[src/rtl/core/hfe_pkg.sv]
// shared constants and types of the helical field evaluator
`default_nettype none

package hfe_pkg;

  localparam int POS_W    = 32;
  localparam int RAD_W    = 31;
  localparam int SQ_W     = 64;
  localparam int RSQ_W    = 62;
  localparam int MAX_FRAC = 30;
  localparam int ADDR_W   = 5;
  localparam int DATA_W   = 32;

  localparam logic [2:0] REG_INNER = 3'd0;
  localparam logic [2:0] REG_OUTER = 3'd1;
  localparam logic [2:0] REG_AMP_X = 3'd2;
  localparam logic [2:0] REG_AMP_Y = 3'd3;
  localparam logic [2:0] REG_AMP_Z = 3'd4;

  typedef struct packed {
    logic in_shell;
    logic neg_x;
    logic neg_y;
    logic cap_x;
    logic cap_y;
  } hfe_flags_t;

endpackage

`default_nettype wire

[src/rtl/core/hfe_back.sv]
// back stages: amplitude products, rounding, saturation and output register
`default_nettype none

module hfe_back #(
  parameter int F = 24
) (
  input  logic                     clk,
  input  logic                     rst_n,
  input  logic                     valid_i,
  output logic                     ready_o,
  input  hfe_pkg::hfe_flags_t      flags_i,
  input  logic [F:0]               mx_i,
  input  logic [F:0]               my_i,
  input  logic signed [31:0]       amp_x_i,
  input  logic signed [31:0]       amp_y_i,
  input  logic signed [31:0]       amp_z_i,
  output logic                     valid_o,
  input  logic                     ready_i,
  output logic signed [31:0]       field_x_o,
  output logic signed [31:0]       field_y_o,
  output logic signed [31:0]       field_z_o,
  output logic                     inside_o
);
  import hfe_pkg::*;

  localparam logic [SQ_W-1:0] HALF    = SQ_W'(1) << (F - 1);
  localparam logic [SQ_W-1:0] NEG_LIM = SQ_W'(64'h0000_0000_8000_0000);
  localparam logic [SQ_W-1:0] POS_LIM = SQ_W'(64'h0000_0000_7FFF_FFFF);

  logic              v1_r, v2_r, rdy1, rdy2;
  logic [POS_W-1:0]  amx, amy;
  logic [SQ_W-1:0]   magx1_r, magy1_r, magx_nxt, magy_nxt;
  logic              negx1_r, negy1_r, in1_r;
  logic [POS_W-1:0]  fx2_r, fy2_r, fz2_r, fx_nxt, fy_nxt, fz_nxt;
  logic              in2_r;

  function automatic logic [31:0] round_sat(input logic [63:0] mag, input logic neg);
    logic [63:0] q;
    begin
      q = (mag + HALF) >> F;
      if (mag == '0) begin
        round_sat = '0;
      end else if (neg) begin
        if (q > NEG_LIM) q = NEG_LIM;
        round_sat = 32'(~q + 64'd1);
      end else begin
        if (q > POS_LIM) q = POS_LIM;
        round_sat = q[31:0];
      end
    end
  endfunction

  assign rdy2    = !v2_r || ready_i;
  assign rdy1    = !v1_r || rdy2;
  assign ready_o = rdy1;

  assign amx      = amp_x_i[31] ? (~$unsigned(amp_x_i) + 32'd1) : $unsigned(amp_x_i);
  assign amy      = amp_y_i[31] ? (~$unsigned(amp_y_i) + 32'd1) : $unsigned(amp_y_i);
  assign magx_nxt = {32'd0, amx} * SQ_W'(my_i);
  assign magy_nxt = {32'd0, amy} * SQ_W'(mx_i);

  // field_x carries the extra negation of -ampx*y/r
  always_comb begin
    fx_nxt = in1_r ? round_sat(magx1_r, negx1_r) : '0;
    fy_nxt = in1_r ? round_sat(magy1_r, negy1_r) : '0;
    fz_nxt = in1_r ? $unsigned(amp_z_i) : '0;
  end

  always_ff @(posedge clk) begin
    if (!rst_n) begin
      v1_r <= 1'b0;
      v2_r <= 1'b0;
    end else begin
      if (rdy1) v1_r <= valid_i;
      if (rdy2) v2_r <= v1_r;
    end
  end

  always_ff @(posedge clk) begin
    if (rdy1 && valid_i) begin
      magx1_r <= magx_nxt;
      magy1_r <= magy_nxt;
      negx1_r <= ~(amp_x_i[31] ^ flags_i.neg_y);
      negy1_r <= amp_y_i[31] ^ flags_i.neg_x;
      in1_r   <= flags_i.in_shell;
    end
    if (rdy2 && v1_r) begin
      fx2_r <= fx_nxt;
      fy2_r <= fy_nxt;
      fz2_r <= fz_nxt;
      in2_r <= in1_r;
    end
  end

  assign valid_o   = v2_r;
  assign field_x_o = $signed(fx2_r);
  assign field_y_o = $signed(fy2_r);
  assign field_z_o = $signed(fz2_r);
  assign inside_o  = in2_r;

endmodule

`default_nettype wire

[config.mk]
export PLATFORM = sky130hd
export DESIGN_NAME = hfe_back
export DESIGN_NICKNAME = d
export VERILOG_FILES = /design/src/rtl/core/hfe_pkg.sv /design/src/rtl/core/hfe_back.sv
export SDC_FILE = /design/constraint.sdc
export NUM_CORES = 2
export LEC_CHECK = 0
export ABC_AREA = 1
export BUFFER_PORTS_ARGS = -buffer_cell sky130_fd_sc_hd__buf_4
export CORE_ASPECT_RATIO = 0.9
export CORE_UTILIZATION = 65
export DETAILED_ROUTE_END_ITERATION = 7
export HOLD_SLACK_MARGIN = 0.15
export PLACE_DENSITY_LB_ADDON = 0.25
export SLEW_MARGIN = 25
export SYNTH_ARGS = -nofsm -noshare
export SYNTH_HDL_FRONTEND = slang
export SYNTH_SLANG_ARGS = --single-unit
export TNS_END_PERCENT = 50
[constraint.sdc]
create_clock -name clk -period 21.8 [get_ports clk]
set_clock_uncertainty 0.15 [all_clocks]
set_input_delay 2.18 -clock clk [delete_from_list [all_inputs] [get_ports clk]]
set_output_delay 2.18 -clock clk [all_outputs]
set_load 0.005 [all_outputs]
Word level (Yosys, flattened, before mapping)
Cells that the tools add are included.
{ "word_totals": {"ff_bits": 216, "latchBits": 0, "mem_bits_rw": 0, "mem_bits_ro": 0, "in_bits": 155, "elab_cells": 53, "memories": 0} }
{ "op_classes": {"add_sub_neg": 6, "n_mul": 2, "div_mod_pow": 0, "magnitude_cmp": 4, "eq_ne": 0, "shifts": 0, "mux": 12, "n_bitwise": 8, "n_reduce_logical": 10} }
{ "ops": {"columns": ["cell", "count"], "rows": [
  ["$mux 32", 12],
  ["$add 32x1->32 const B", 4],
  ["$logic_not 64->1", 2],
  ["$not 32->32", 4],
  ["$add 57x24->58 const B", 2],
  ["$mul 32x25->57", 2],
  ["$gt 34x31->1 const B", 2],
  ["$gt 34x32->1 const B", 2],
  ["$reduce_or 2->1", 2],
  ["$logic_and 1x1->1", 2],
  ["$logic_not 1->1", 2],
  ["$logic_or 1x1->1", 2],
  ["$not 1->1", 2],
  ["$xor 1x1->1", 2]
]} }

Longest topological paths before layout
{ "logic_depth": {"word_depth": 8, "mapped_depth": 46, "depth_no_buf": 44} }

Worst setup path after synthesis
No wires, ideal clock.
{ "synth_timing": {"path_type": "in2reg", "startpoint": "input port amp_x_i[0]", "endpoint": "register magx1_r[56], data pin", "arrival_time_ns": 10.021, "slack_ns": 11.364, "cell_stages": 42, "cell_sequence": "buf_6 -> clkbuf_1 -> inv_1 -> ha_1 -> inv_1 -> nor3_1 -> inv_1 -> nor2_1 -> nand2_1 -> inv_1 -> nand2_1 -> nor4_1 -> nand4_1 -> inv_1 -> nor2_1 -> xor2_1 -> inv_1 -> clkbuf_1 -> [6 not listed] -> fa_1 -> inv_1 -> fa_1 -> inv_1 -> fa_1 -> inv_1 -> ha_1 -> a21oi_1 -> inv_1 -> a31oi_1 -> o21ai_0 -> a21oi_1 -> nand2_1 -> a31oi_1 -> o21bai_1 -> a21oi_1 -> o21ai_0 -> xor2_1"} }
{ "synth_between": {"elab_chain_len": 4} }
{ "synth_lines": {"columns": ["item", "line_no", "text"], "rows": [
  ["start: declaration", "hfe_back.sv:14", "input logic signed [31:0] amp_x_i,"],
  ["$not 32->32", "hfe_back.sv:57", "assign amx = amp_x_i[31] ? (~$unsigned(amp_x_i) + 32'd1) : $unsigned(amp_x_i);"],
  ["$add 32x1->32", "hfe_back.sv:57", null],
  ["$mux 32 (*)", "hfe_back.sv:57", null],
  ["$mul 32x25->57 (*)", "hfe_back.sv:59", "assign magx_nxt = {32'd0, amx} * SQ_W'(my_i);"],
  ["net magx_nxt[56]", "hfe_back.sv:32", "logic [SQ_W-1:0] magx1_r, magy1_r, magx_nxt, magy_nxt;"],
  ["end signal: assignment", "hfe_back.sv:81", "magx1_r <= magx_nxt;"],
  ["end: declaration", "hfe_back.sv:32", null]
]} }
Mark *: on every way through the listed nets, which the timed path passes. The rest lies on a longest branch.
A chain may end at the register's enable or synchronous reset.

Worst setup path after layout
{ "layout_timing": {"startpoint": "input port amp_x_i[0]", "endpoint": "register magx1_r[51], data pin"} }
Same word-level chain as after synthesis.

==> flow_summary.yaml <==
status:
  status: "complete, no violations"
cts:
  clkTransAtPathRegs_ns: 0.07
  cts.sinks: 216
  insertion_delay_ns: 0.53
  cts_setup_buffers: 0
  htreeDepth: 1
  cts_made_buffers: 21
  cts-root-buf: "clkbuf_16"
  cts.path.max_buffers: 3
  ctsResizeCount: 0
  hold_buffers: 0
  cts_tree: "built"
drt:
  drt-total-wl_mm: 201
  final_antenna_net_count: 0
  vias: 54900
  drtIter0Drc: 5950
  via_per_inst: 5.78
  drc: 0
  first_pass_iters: 7
  routedWlPerCell_um: 21.2
synth:
  yosysTopAreaCellShare_pct: 42.3
  synthArstFlopShare_pct: 0
  yosysWarnings: 0
  synthFlopType: "edfxtp_1"
  postSynthCellCount: 8132
  syn_nets: 10100
  syn_area_per_cell_um2: 8.00
  yosysSeqAreaShare_pct: 9.94
  synth_edf_count: 214
  synth_fa_ha_area_share_pct: 49.8
  synth_area_mm2: 0.0651
  synth-simple-area-share_pct: 19.1
  synth-seq-cells: 216
  synth_cell_types: 69
  synth_top_family_by_area: "adder cells"
  synth_compound_area_share_pct: 5.01
  netlist_top_cells_area: "fa_1, inv_1, edfxtp_1, nand2_1, ha_1"
  yosysTopAreaCell: "fa_1"
  muxShareOfSynthArea_pct: 0
  synth_xor_area_share_pct: 2.12
place:
  dpl.hpwl_mm: 161
  io_buffers: 251
  gp_congestion: 1.01
timing:
  hold_viol: 0
  period_minus_slack_ns: 11.83
  slew_violations: 0
  maxSlewHeadroom_pct: 21.8
  fin_setup_tns_ns: 0
  max_slew.worst_pin.slew_ns: 1.17
  final-setup-viol-count: 0
  fmax_mhz: 84.5
  rsz0062_at_grt: "no"
  period_share_pct: 54.3
floorplan:
  die-area_mm2: 0.101
  fp.coreArea_mm2: 0.0987
  die_h_um: 302
  die_w_um: 336
  core.rowCount: 109
  ios: 254
  start_util_pct: 65.9
critical_path:
  timing_worst_setup_path_type: "input port to flip-flop"
  slowest_delay_ns: 0.86
  arrival_ns: 11.94
  cp_slowest_cell: "inv_1"
  crit_path_max_fanout: 27
  end_kind: "flip-flop"
  required_ns: 21.91
  startpoint_type: "input port"
  cpMostUsedCell: "inv_1"
min_path:
  holdCritPathClass: "flip-flop to flip-flop"
global_route:
  track_usage_pct: 41.0
  grt-ovfl-total: 0
  antenna_found_initial: 9
  grt_max_degree: 79
  grt_pass1_wl_mm: 316
  grt_pass1_vias: 57000
finish:
  num-nets-final: 10100
  drive_gt1_share_pct: 5.88
  nFillCells: 8265
  final_cell_mix: "inv_1, nand2_1, fa_1, nor2_1, ha_1"
  area_delta_synth_final_pct: 5.31
  final_common_cell: "inv_1"
flow_run:
  drv_cap: 0
## Yosys cell counts (all sizes together), types with 13 or more instances
cell type and n:
inv 2056, nand2 1570, fa 1374, nor2 1111
ha 390, clkbuf 273, edfxtp 214, nand3 203
a21oi 192, o21ai 174, xor2 103, a31oi 59
xnor2 52, nand4 51, buf 43, nor3 38
o31ai 31, nor4 29, clkinv 23, nand3b 23
o21bai 22, o41ai 17, o211ai 13, or2 13
## kinds of logic (layout without fill, tap and decap cells)
| group | after synthesis | after routing |
|---|---|---|
| AOI/OAI and AO/OA | 553 | 553 |
| xor gates and xnor gates | 155 | 155 |
| adders and majority gates | 1764 | 1764 |
| buffers and inverters | 2396 | 2434 |
| DFF | 216 | 216 |
| other | 0 | 4 |
| and+or+nand+nor | 3048 | 3048 |
## registers in the layout (all words and copies together) (netlist names)
| signal | flops |
|---|---|
| field_x_o | 32 |
| field_y_o | 32 |
| field_z_o | 32 |
| in1_r | 1 |
| inside_o | 1 |
| magx1_r | 57 |
| magy1_r | 57 |
| negx1_r | 1 |
| negy1_r | 1 |
| v1_r | 1 |
| valid_o | 1 |
## final cells by class
cell class              instances  area [µm²]  area share [%]
diodes                          4        10.0          0.0146
flip-flops and latches        216        6470            9.43
well taps                    1332        1670            2.43
clock buffers                  24         537           0.783
inverters                    2079        7810            11.4
multi-input cells            5520       49500            72.2
repair buffers                317        2410            3.52
clock inverters                14         135           0.197
## per-stage QoR
stage	worst slack, ns	hold WS [ns]	area [µm²]	std cells	utilization [%]
after floorplan	11.36	0.274	65100	8132	-
final	9.97	0.383	68500	9506	69.4
after global placement	9.81	0.359	67800	9461	68.7
after CTS	10.29	0.385	68500	9499	69.3
after detailed placement	9.75	0.375	67800	9461	68.7
after global routing	9.61	0.415	68500	9502	69.4
## routing by layer
| layer | share of wire (%) | wire length (µm) | up-vias | GRT usage, % |
|---|---|---|---|---|
| met4 | 4.3 | 8730 | 24 | 15.1 |
| met2 | 40 | 81100 | 3603 | 58.1 |
| met3 | 17 | 34200 | 642 | 18.7 |
| met1 | 38 | 77000 | 26700 | 55.3 |
| met5 | 0.18 | 362 | - | 1.71 |
| li1 | - | - | 23900 | - |
## critical path, delay by kind of cell
family          cells  cell delay, ns
fa+ha+maj           9            4.27
xor+xnor            2            0.37
compound gates      4            0.98
simple gates        9            2.20
buf+inv            12            1.91
## path summary, 6_finish.rpt
kind | start | to | slack, ns | cells past startpoint
max | amp_x_i[0] | magx1_r[51] | 9.97 | 36
min | valid_o | valid_o | 0.38 | 2
max reg2reg | magx1_r[23] | field_x_o[20] | 17.39 | 20
min reg2reg | valid_o | valid_o | 0.38 | 2
Power is not shown: default switching activity piles up to over one toggle a cycle in this logic, so the estimate is an artifact.
