## src/rtl/core/hfe_pkg.sv

```systemverilog
// shared constants and types of the helical field evaluator
`default_nettype none

package hfe_pkg;

  localparam int POS_W    = 32;
  localparam int RAD_W    = 31;
  localparam int SQ_W     = 64;
  localparam int RSQ_W    = 62;
  localparam int MAX_FRAC = 30;
  localparam int ADDR_W   = 5;
  localparam int DATA_W   = 32;

  localparam logic [2:0] REG_INNER = 3'd0;
  localparam logic [2:0] REG_OUTER = 3'd1;
  localparam logic [2:0] REG_AMP_X = 3'd2;
  localparam logic [2:0] REG_AMP_Y = 3'd3;
  localparam logic [2:0] REG_AMP_Z = 3'd4;

  typedef struct packed {
    logic in_shell;
    logic neg_x;
    logic neg_y;
    logic cap_x;
    logic cap_y;
  } hfe_flags_t;

endpackage

`default_nettype wire

```

## src/rtl/core/hfe_cell.sv

```systemverilog
// one cell of the direction chain: settles one bit of both unit components
`default_nettype none

module hfe_cell #(
  parameter int F   = 24,
  parameter int RW  = 2 * F + 68,
  parameter int QW  = F + 67,
  parameter int BIT = 24
) (
  input  logic                     clk,
  input  logic                     rst_n,
  input  logic                     valid_i,
  output logic                     ready_o,
  input  hfe_pkg::hfe_flags_t      flags_i,
  input  logic [63:0]              s_i,
  input  logic signed [RW-1:0]     rx_i,
  input  logic signed [RW-1:0]     ry_i,
  input  logic signed [QW-1:0]     qx_i,
  input  logic signed [QW-1:0]     qy_i,
  input  logic [F:0]               mx_i,
  input  logic [F:0]               my_i,
  output logic                     valid_o,
  input  logic                     ready_i,
  output hfe_pkg::hfe_flags_t      flags_o,
  output logic [63:0]              s_o,
  output logic signed [RW-1:0]     rx_o,
  output logic signed [RW-1:0]     ry_o,
  output logic signed [QW-1:0]     qx_o,
  output logic signed [QW-1:0]     qy_o,
  output logic [F:0]               mx_o,
  output logic [F:0]               my_o
);
  import hfe_pkg::*;

  localparam int         SH_Q     = BIT + 2;
  localparam int         SH_S     = 2 * BIT + 2;
  localparam int         SH_A     = BIT + 1;
  localparam logic       IS_TOP   = (BIT == F);
  localparam logic [F:0] ONE      = (F + 1)'(1);
  localparam logic [F:0] BIT_ONE  = ONE << BIT;
  localparam logic [F:0] TOP_ONE  = ONE << F;
  localparam logic [F:0] LOW_MASK = BIT_ONE - ONE;

  logic                 valid_r;
  hfe_flags_t           flags_r, flags_nxt;
  logic [SQ_W-1:0]      s_r;
  logic signed [RW-1:0] rx_r, ry_r, rx_nxt, ry_nxt;
  logic signed [QW-1:0] qx_r, qy_r, qx_nxt, qy_nxt;
  logic [F:0]           mx_r, my_r, mx_nxt, my_nxt;
  logic signed [RW-1:0] dx, dy, rdx, rdy;
  logic signed [QW-1:0] q_step;
  logic                 acc_x, acc_y;

  assign ready_o = !valid_r || ready_i;

  always_comb begin
    // candidate cost: 2^(b+2)*t*s + 4^(b+1)*s
    dx     = $signed(($signed(RW'(qx_i)) <<< SH_Q) + (RW'(s_i) << SH_S));
    dy     = $signed(($signed(RW'(qy_i)) <<< SH_Q) + (RW'(s_i) << SH_S));
    rdx    = rx_i - dx;
    rdy    = ry_i - dy;
    acc_x  = !flags_i.cap_x && !rdx[RW-1];
    acc_y  = !flags_i.cap_y && !rdy[RW-1];
    q_step = $signed(QW'(s_i) << SH_A);
    rx_nxt = acc_x ? rdx : rx_i;
    ry_nxt = acc_y ? rdy : ry_i;
    qx_nxt = acc_x ? (qx_i + q_step) : qx_i;
    qy_nxt = acc_y ? (qy_i + q_step) : qy_i;
    mx_nxt = acc_x ? (mx_i | BIT_ONE) : mx_i;
    my_nxt = acc_y ? (my_i | BIT_ONE) : my_i;
    flags_nxt       = flags_i;
    flags_nxt.cap_x = flags_i.cap_x || (acc_x && IS_TOP);
    flags_nxt.cap_y = flags_i.cap_y || (acc_y && IS_TOP);
  end

  always_ff @(posedge clk) begin
    if (!rst_n) begin
      valid_r <= 1'b0;
    end else if (ready_o) begin
      valid_r <= valid_i;
    end
  end

  always_ff @(posedge clk) begin
    if (ready_o && valid_i) begin
      flags_r <= flags_nxt;
      s_r     <= s_i;
      rx_r    <= rx_nxt;
      ry_r    <= ry_nxt;
      qx_r    <= qx_nxt;
      qy_r    <= qy_nxt;
      mx_r    <= mx_nxt;
      my_r    <= my_nxt;
    end
  end

  assign valid_o = valid_r;
  assign flags_o = flags_r;
  assign s_o     = s_r;
  assign rx_o    = rx_r;
  assign ry_o    = ry_r;
  assign qx_o    = qx_r;
  assign qy_o    = qy_r;
  assign mx_o    = mx_r;
  assign my_o    = my_r;

`ifndef NO_ASSERTIONS
  a_cap_full: assert property (@(posedge clk) disable iff (!rst_n)
    valid_r && flags_r.cap_x |-> mx_r == TOP_ONE)
    else $error("capped x component is not the full unit");

  a_low_clear: assert property (@(posedge clk) disable iff (!rst_n)
    valid_r |-> ((mx_r & LOW_MASK) == '0) && ((my_r & LOW_MASK) == '0))
    else $error("bits below this cell already set");

  a_hold: assert property (@(posedge clk) disable iff (!rst_n)
    valid_r && !ready_i |=> valid_r && $stable(rx_r) && $stable(my_r))
    else $error("stalled cell lost its word");
`endif

endmodule

`default_nettype wire

```

## config.mk

```make
export PLATFORM = sky130hd
export DESIGN_NAME = hfe_cell
export DESIGN_NICKNAME = d
export VERILOG_FILES = /design/src/rtl/core/hfe_pkg.sv /design/src/rtl/core/hfe_cell.sv
export SDC_FILE = /design/constraint.sdc
export NUM_CORES = 2
export LEC_CHECK = 0
export ABC_AREA = 1
export BUFFER_PORTS_ARGS = -buffer_cell sky130_fd_sc_hd__buf_2
export CORE_AREA = 2 2 413 415
export DETAILED_ROUTE_END_ITERATION = 12
export DIE_AREA = 0 0 415 417
export GPL_TIMING_DRIVEN = 0
export PLACE_DENSITY_LB_ADDON = 0.08
export SLEW_MARGIN = 30
export SYNTH_ARGS = -nofsm -noshare
export SYNTH_HDL_FRONTEND = slang
export SYNTH_SLANG_ARGS = --single-unit
```

## constraint.sdc

```tcl
create_clock -name clk -period 29.1 [get_ports clk]
set_clock_uncertainty 0.1 [all_clocks]
set_input_delay 2.91 -clock clk [delete_from_list [all_inputs] [get_ports clk]]
set_output_delay 2.91 -clock clk [all_outputs]
set_load 0.01 [all_outputs]
```

## Word level (Yosys, flattened, before mapping)

Cells that the tools add are included.

| word-level totals | value |
|---|---|
| memories | 0 |
| word-level logic and storage cells | 36 |
| RAM bits | 0 |
| latch bits | 0 |
| ROM bits | 0 |
| register bits | 534 |
| bits of input ports | 537 |

| cells by class | value |
|---|---|
| multiply operators | 0 |
| shift-type cells | 0 |
| equal/unequal tests | 0 |
| reductions and logical operators | 11 |
| divide/modulo/power cells | 0 |
| $lt $le $gt $ge | 0 |
| multiplexer cells | 4 |
| bitwise operators | 0 |
| add/sub/neg operators | 6 |

Operators with widths:

| cell | count |
|---|---|
| 116-bit by 114-bit adder with 116-bit output | 2 |
| 116-bit 2-to-1 mux | 2 |
| 116-bit subtractor | 2 |
| 91-bit by 90-bit adder with 91-bit output | 2 |
| 91-bit 2-to-1 mux | 2 |
| 1-bit zero test | 5 |
| 1-bit logical AND | 3 |
| 1-bit logical OR | 3 |

## Logic depth before layout (Yosys ltp)

| logic depth | value |
|---|---|
| depth in word-level cells | 5 |
| gate-level depth with buffers | 21 |
| mapped depth without buffers | 20 |

## Least setup slack after synthesis

OpenSTA, ideal clock, no wires.

| timing path | value |
|---|---|
| path kind | in2reg |
| start | input port valid_i |
| end | register flags_r, in the netlist flags_o[0] (enable) |
| path slack | -1.056 ns |
| arrival | 28.448 ns |
| library setup time | 1.608 ns |
| cell stages on the path | 2 |
| required time | 27.392 ns |
| path through | inv_1 > a21oi_1 |

| on the way | value |
|---|---|
| word-level cells in the longest chain between the ends | 1 |

Ends and longest elaborated chain:

| element | RTL line | text |
|---|---|---|
| start: declaration | hfe_cell.sv:12 | `input logic valid_i,` |
| 1-bit logical AND | hfe_cell.sv:85 | `if (ready_o && valid_i) begin` |
| end signal: assignment | hfe_cell.sv:86 | `flags_r <= flags_nxt;` |
| end: declaration | hfe_cell.sv:45 | `hfe_flags_t flags_r, flags_nxt;` |

Every way passes these cells.
A chain may end at the register's enable or synchronous reset.

## Worst setup path in the final report

| timing path | value |
|---|---|
| start | input port s_i[62] |
| end | register rx_r[66], in the netlist rx_o[66], data pin |

| on the way | value |
|---|---|
| word-level cells in the longest chain between the ends | 5 |

Ends and longest elaborated chain:

| element | RTL line | text |
|---|---|---|
| start: declaration | hfe_cell.sv:15 | `input logic [63:0] s_i,` |
| 116-bit by 114-bit adder with 116-bit output | hfe_cell.sv:58 | `dx = $signed(($signed(RW'(qx_i)) <<< SH_Q) + (RW'(s_i) << SH_S));` |
| 116-bit subtractor | hfe_cell.sv:60 | `rdx = rx_i - dx;` |
| 1-bit zero test | hfe_cell.sv:62 | `acc_x = !flags_i.cap_x && !rdx[RW-1];` |
| 1-bit logical AND | hfe_cell.sv:62 |  |
| 116-bit 2-to-1 mux | hfe_cell.sv:65 | `rx_nxt = acc_x ? rdx : rx_i;` |
| via rx_nxt[66] | hfe_cell.sv:47 | `logic signed [RW-1:0] rx_r, ry_r, rx_nxt, ry_nxt;` |
| end signal: assignment | hfe_cell.sv:88 | `rx_r <= rx_nxt;` |
| end: declaration | hfe_cell.sv:47 |  |

The timed path passes the listed nets, and every way through them passes these cells.

==> results.toml <==
[synth]
synthCells = 8810
netlist.area_leader.share_pct = 28.83
synth-main-ff-cell = "edfxtp_1"
async_flop_share_pct = 0
synth.distinct_cells = 37
synth_edf_count = 533
yosysWarnings = 0
synth_area_um2 = 55510
yosys.area.top_type = "edfxtp_1"
ys_ff_latch = 534
avgSynthCellArea_um2 = 6.301
ys_seq_area_share_pct = 28.87
ys_top_cells_by_area = "edfxtp_1 29%, nand2_1 24%, inv_1 13%, ha_1 8.1%, nand3_1 5.2%"
syn_nets = 9835

[critical_path]
max_stage_delay_ns = 0.67
critPathKind = "in2reg"
reg2reg_depth = 14
endpoint_kind = "register"
rr_startpoint = "valid_o$_SDFFE_PN0N_"
r2r_setup_slack_ns = 25.46
worstPathArrival_ns = 7.54
crit_top_cell = "nand2_1"
start_kind = "primary input"
critPathCapture = "rx_o[66]$_DFFE_PP_"
cp.required_ns = 29.43
cp-startpoint = "s_i[62]"
cp_cell_sequence = "buf_2, inv_1, fa_1, ha_1, a21oi_1, o21ai_0, a21oi_1, nand2_1, a21oi_1, nand3_2, nand2_1, nand3_2, buf_6, buf_6, nand2_1, nand2_1"
cp_max_fo = 10
critical-path-slowest-cell = "a21oi_1"
r2r_end = "mx_o[15]$_DFFE_PP_"

[power]
pwr_density_cell_nw_per_um2 = 54.42
clkPwrFrac_pct = 21.9
seqPwrFrac_pct = 27.2
internal_power_uw = 1911
switchingPower_uw = 1696
leakagePower_uw = 0.03777
switching_share_pct = 47.01
pwr-share-comb_pct = 50.9
ir_drop_uv = 49.25
power.total_uw = 3607

[clocking]
cts_resized = 0
cts_tree = "done"
cts_sinks = 534
postCtsSetupBuffers = 0
htreeDepth = 2
clk_path_buf_depth = 3
cts_buffers = 60
clkTransAtPathRegs_ns = 0.08
cts_root_buffer = "clkbuf_16"
hold_buffers = 0
clock_latency_ns = 0.74

[floorplan]
die_x_um = 415
core_area_um2 = 168500
row_count = 151
die_area_um2 = 173100
io_pins = 1072
start_util_pct = 32.94
die_h_um = 417

[global_route]
grt_pass1_vias = 56170
grt_pass1_wl_um = 442800
grt_overflow_total = 0
grt_max_degree = 22
antenna_found_initial = 35
grt.total_usage_pct = 36.82

[timing]
fmax_mhz = 138.6
slew_headroom_pct = 30.39
finalSetupViolations = 0
finalHoldViolCount = 0
rsz0062_at_grt = "no"
slew_viol_final = 0
fin_crit_ns = 7.214
fin_setup_tns_ns = 0
period_share_pct = 24.79
fin_hold_ws_ns = 0.4603
worst_pin_slew_ns = 1.044

[routing]
drt-met1-wl_um = 137700
routed_via_density = 4.911
first_pass_iters = 8
avgRoutedWirePerCell_um = 26.93
drt_iter0_drc = 6059
wl_met3_um = 21790
topRoutingLayerUsed = "met5"
routed-wl-met2_um = 151100
routed_wirelength_um = 329800
final_antenna_net_count = 0
num_vias = 60150
drc = 0

[placement]
gp_congestion = 1.083
port_buffers = 1051
placed_area_um2 = 64240
hpwl_um = 293400

[finish]
final_cell_area_um2 = 66290
final_layout_size_suffix_gt1_share_pct = 13.13
nNetsFinal = 10980
mostFrequentLayoutCells = "3622 x nand2_1, 1957 x inv_1, 1064 x buf_2, 665 x nor2_1, 582 x nand3_1"
regArea_um2 = 16030
fillers = 18890
multi_input_area_um2 = 31130
final_common_cell = "nand2_1"
syn2layout_area_growth_pct = 19.42
final_util_pct = 39.33

[min_path]
hold_path_depth = 2
min_path_type = "reg2reg"

[flow_run]
cap_violations = 0

[status]
status = "completed"
## metal layers
| metal | GRT usage (%) | vias to the layer above |
|---|---|---|
| li1 | - | 29080 |
| met1 | 47.09 | 28010 |
| met2 | 60.57 | 2572 |
| met3 | 5.363 | 479 |
| met4 | 18.42 | 8 |
| met5 | 0 | - |
## worst min path at each step
stage | from | endpoint | slack, ns
floorplan | valid_o$_SDFFE_PN0N_ | valid_o$_SDFFE_PN0N_ | 0.51
global placement | valid_o$_SDFFE_PN0N_ | valid_o$_SDFFE_PN0N_ | 0.42
detailed placement | valid_o$_SDFFE_PN0N_ | valid_o$_SDFFE_PN0N_ | 0.45
CTS | valid_o$_SDFFE_PN0N_ | valid_o$_SDFFE_PN0N_ | 0.46
global route | valid_o$_SDFFE_PN0N_ | valid_o$_SDFFE_PN0N_ | 0.49
finish | valid_o$_SDFFE_PN0N_ | valid_o$_SDFFE_PN0N_ | 0.46
## cell type report
class,count,area share (%)
antenna,23,0.08683
tap,2218,4.187
multi-input combinational,6159,46.96
inverter,1971,11.16
buffer,146,1.482
timing repair buffer,1084,8.985
clock buffer,72,2.365
sequential,534,24.18
clock inverter,40,0.6021
## through the flow
| stage | instances | worst slack [ns] |
|---|---|---|
| floorplan | 8810 | 9.985 |
| global placement | 12080 | 2.623 |
| detailed placement | 12110 | 21.19 |
| CTS | 12220 | 21.96 |
| global route | 12230 | 21.76 |
| finish | 12250 | 21.89 |
## state kept, by name, summed over array words and instances, names as in the netlist
signal / flops
rx_o: 116
flags_o: 5
qx_o: 91
qy_o: 91
valid_o: 1
s_o: 64
my_o: 25
ry_o: 116
mx_o: 25
## cell usage after synthesis (12+ instances only)
library cell,n
a21oi_1,262
and2_1,18
buf_2,13
buf_6,48
clkbuf_1,70
edfxtp_1,533
fa_1,130
ha_1,358
inv_1,1957
inv_2,12
nand2_1,3622
nand3_1,582
nand3_2,14
nand4_1,102
nor2_1,665
nor2_2,14
nor3_1,69
o21ai_0,93
o21bai_1,23
xnor2_1,17
xor2_1,152
## kinds of logic (layout without fill, tap and decap cells)
family,count (synthesis),count (layout),synth area share (%)
and+or+nand+nor,5120,5120,37.05
buffers and inverters,2117,3313,15.09
AOI/OAI and AO/OA,382,382,3.566
adders and majority gates,488,488,12.76
other,0,23,0
DFF,534,534,28.87
xor gates and xnor gates,169,169,2.667
## worst max-delay path: cells and delay by family
kind | cells | cell delay, ns
compound gates | 4 | 1.47
simple gates | 6 | 1.03
fa+ha+maj | 2 | 1.00
buf+inv | 4 | 1.08
## power by group through the flow
stage | registers [uW] | logic (uW) | clock network, uW
2_1_floorplan | 1060 | 965 | 0
3_3_place_gp | 1030 | 1780 | 0
3_5_place_dp | 998 | 1800 | 0
4_1_cts | 983 | 1800 | 807
5_1_grt | 987 | 1970 | 834
6_report | 982 | 1830 | 791
Power figures use the tool's default switching activity.
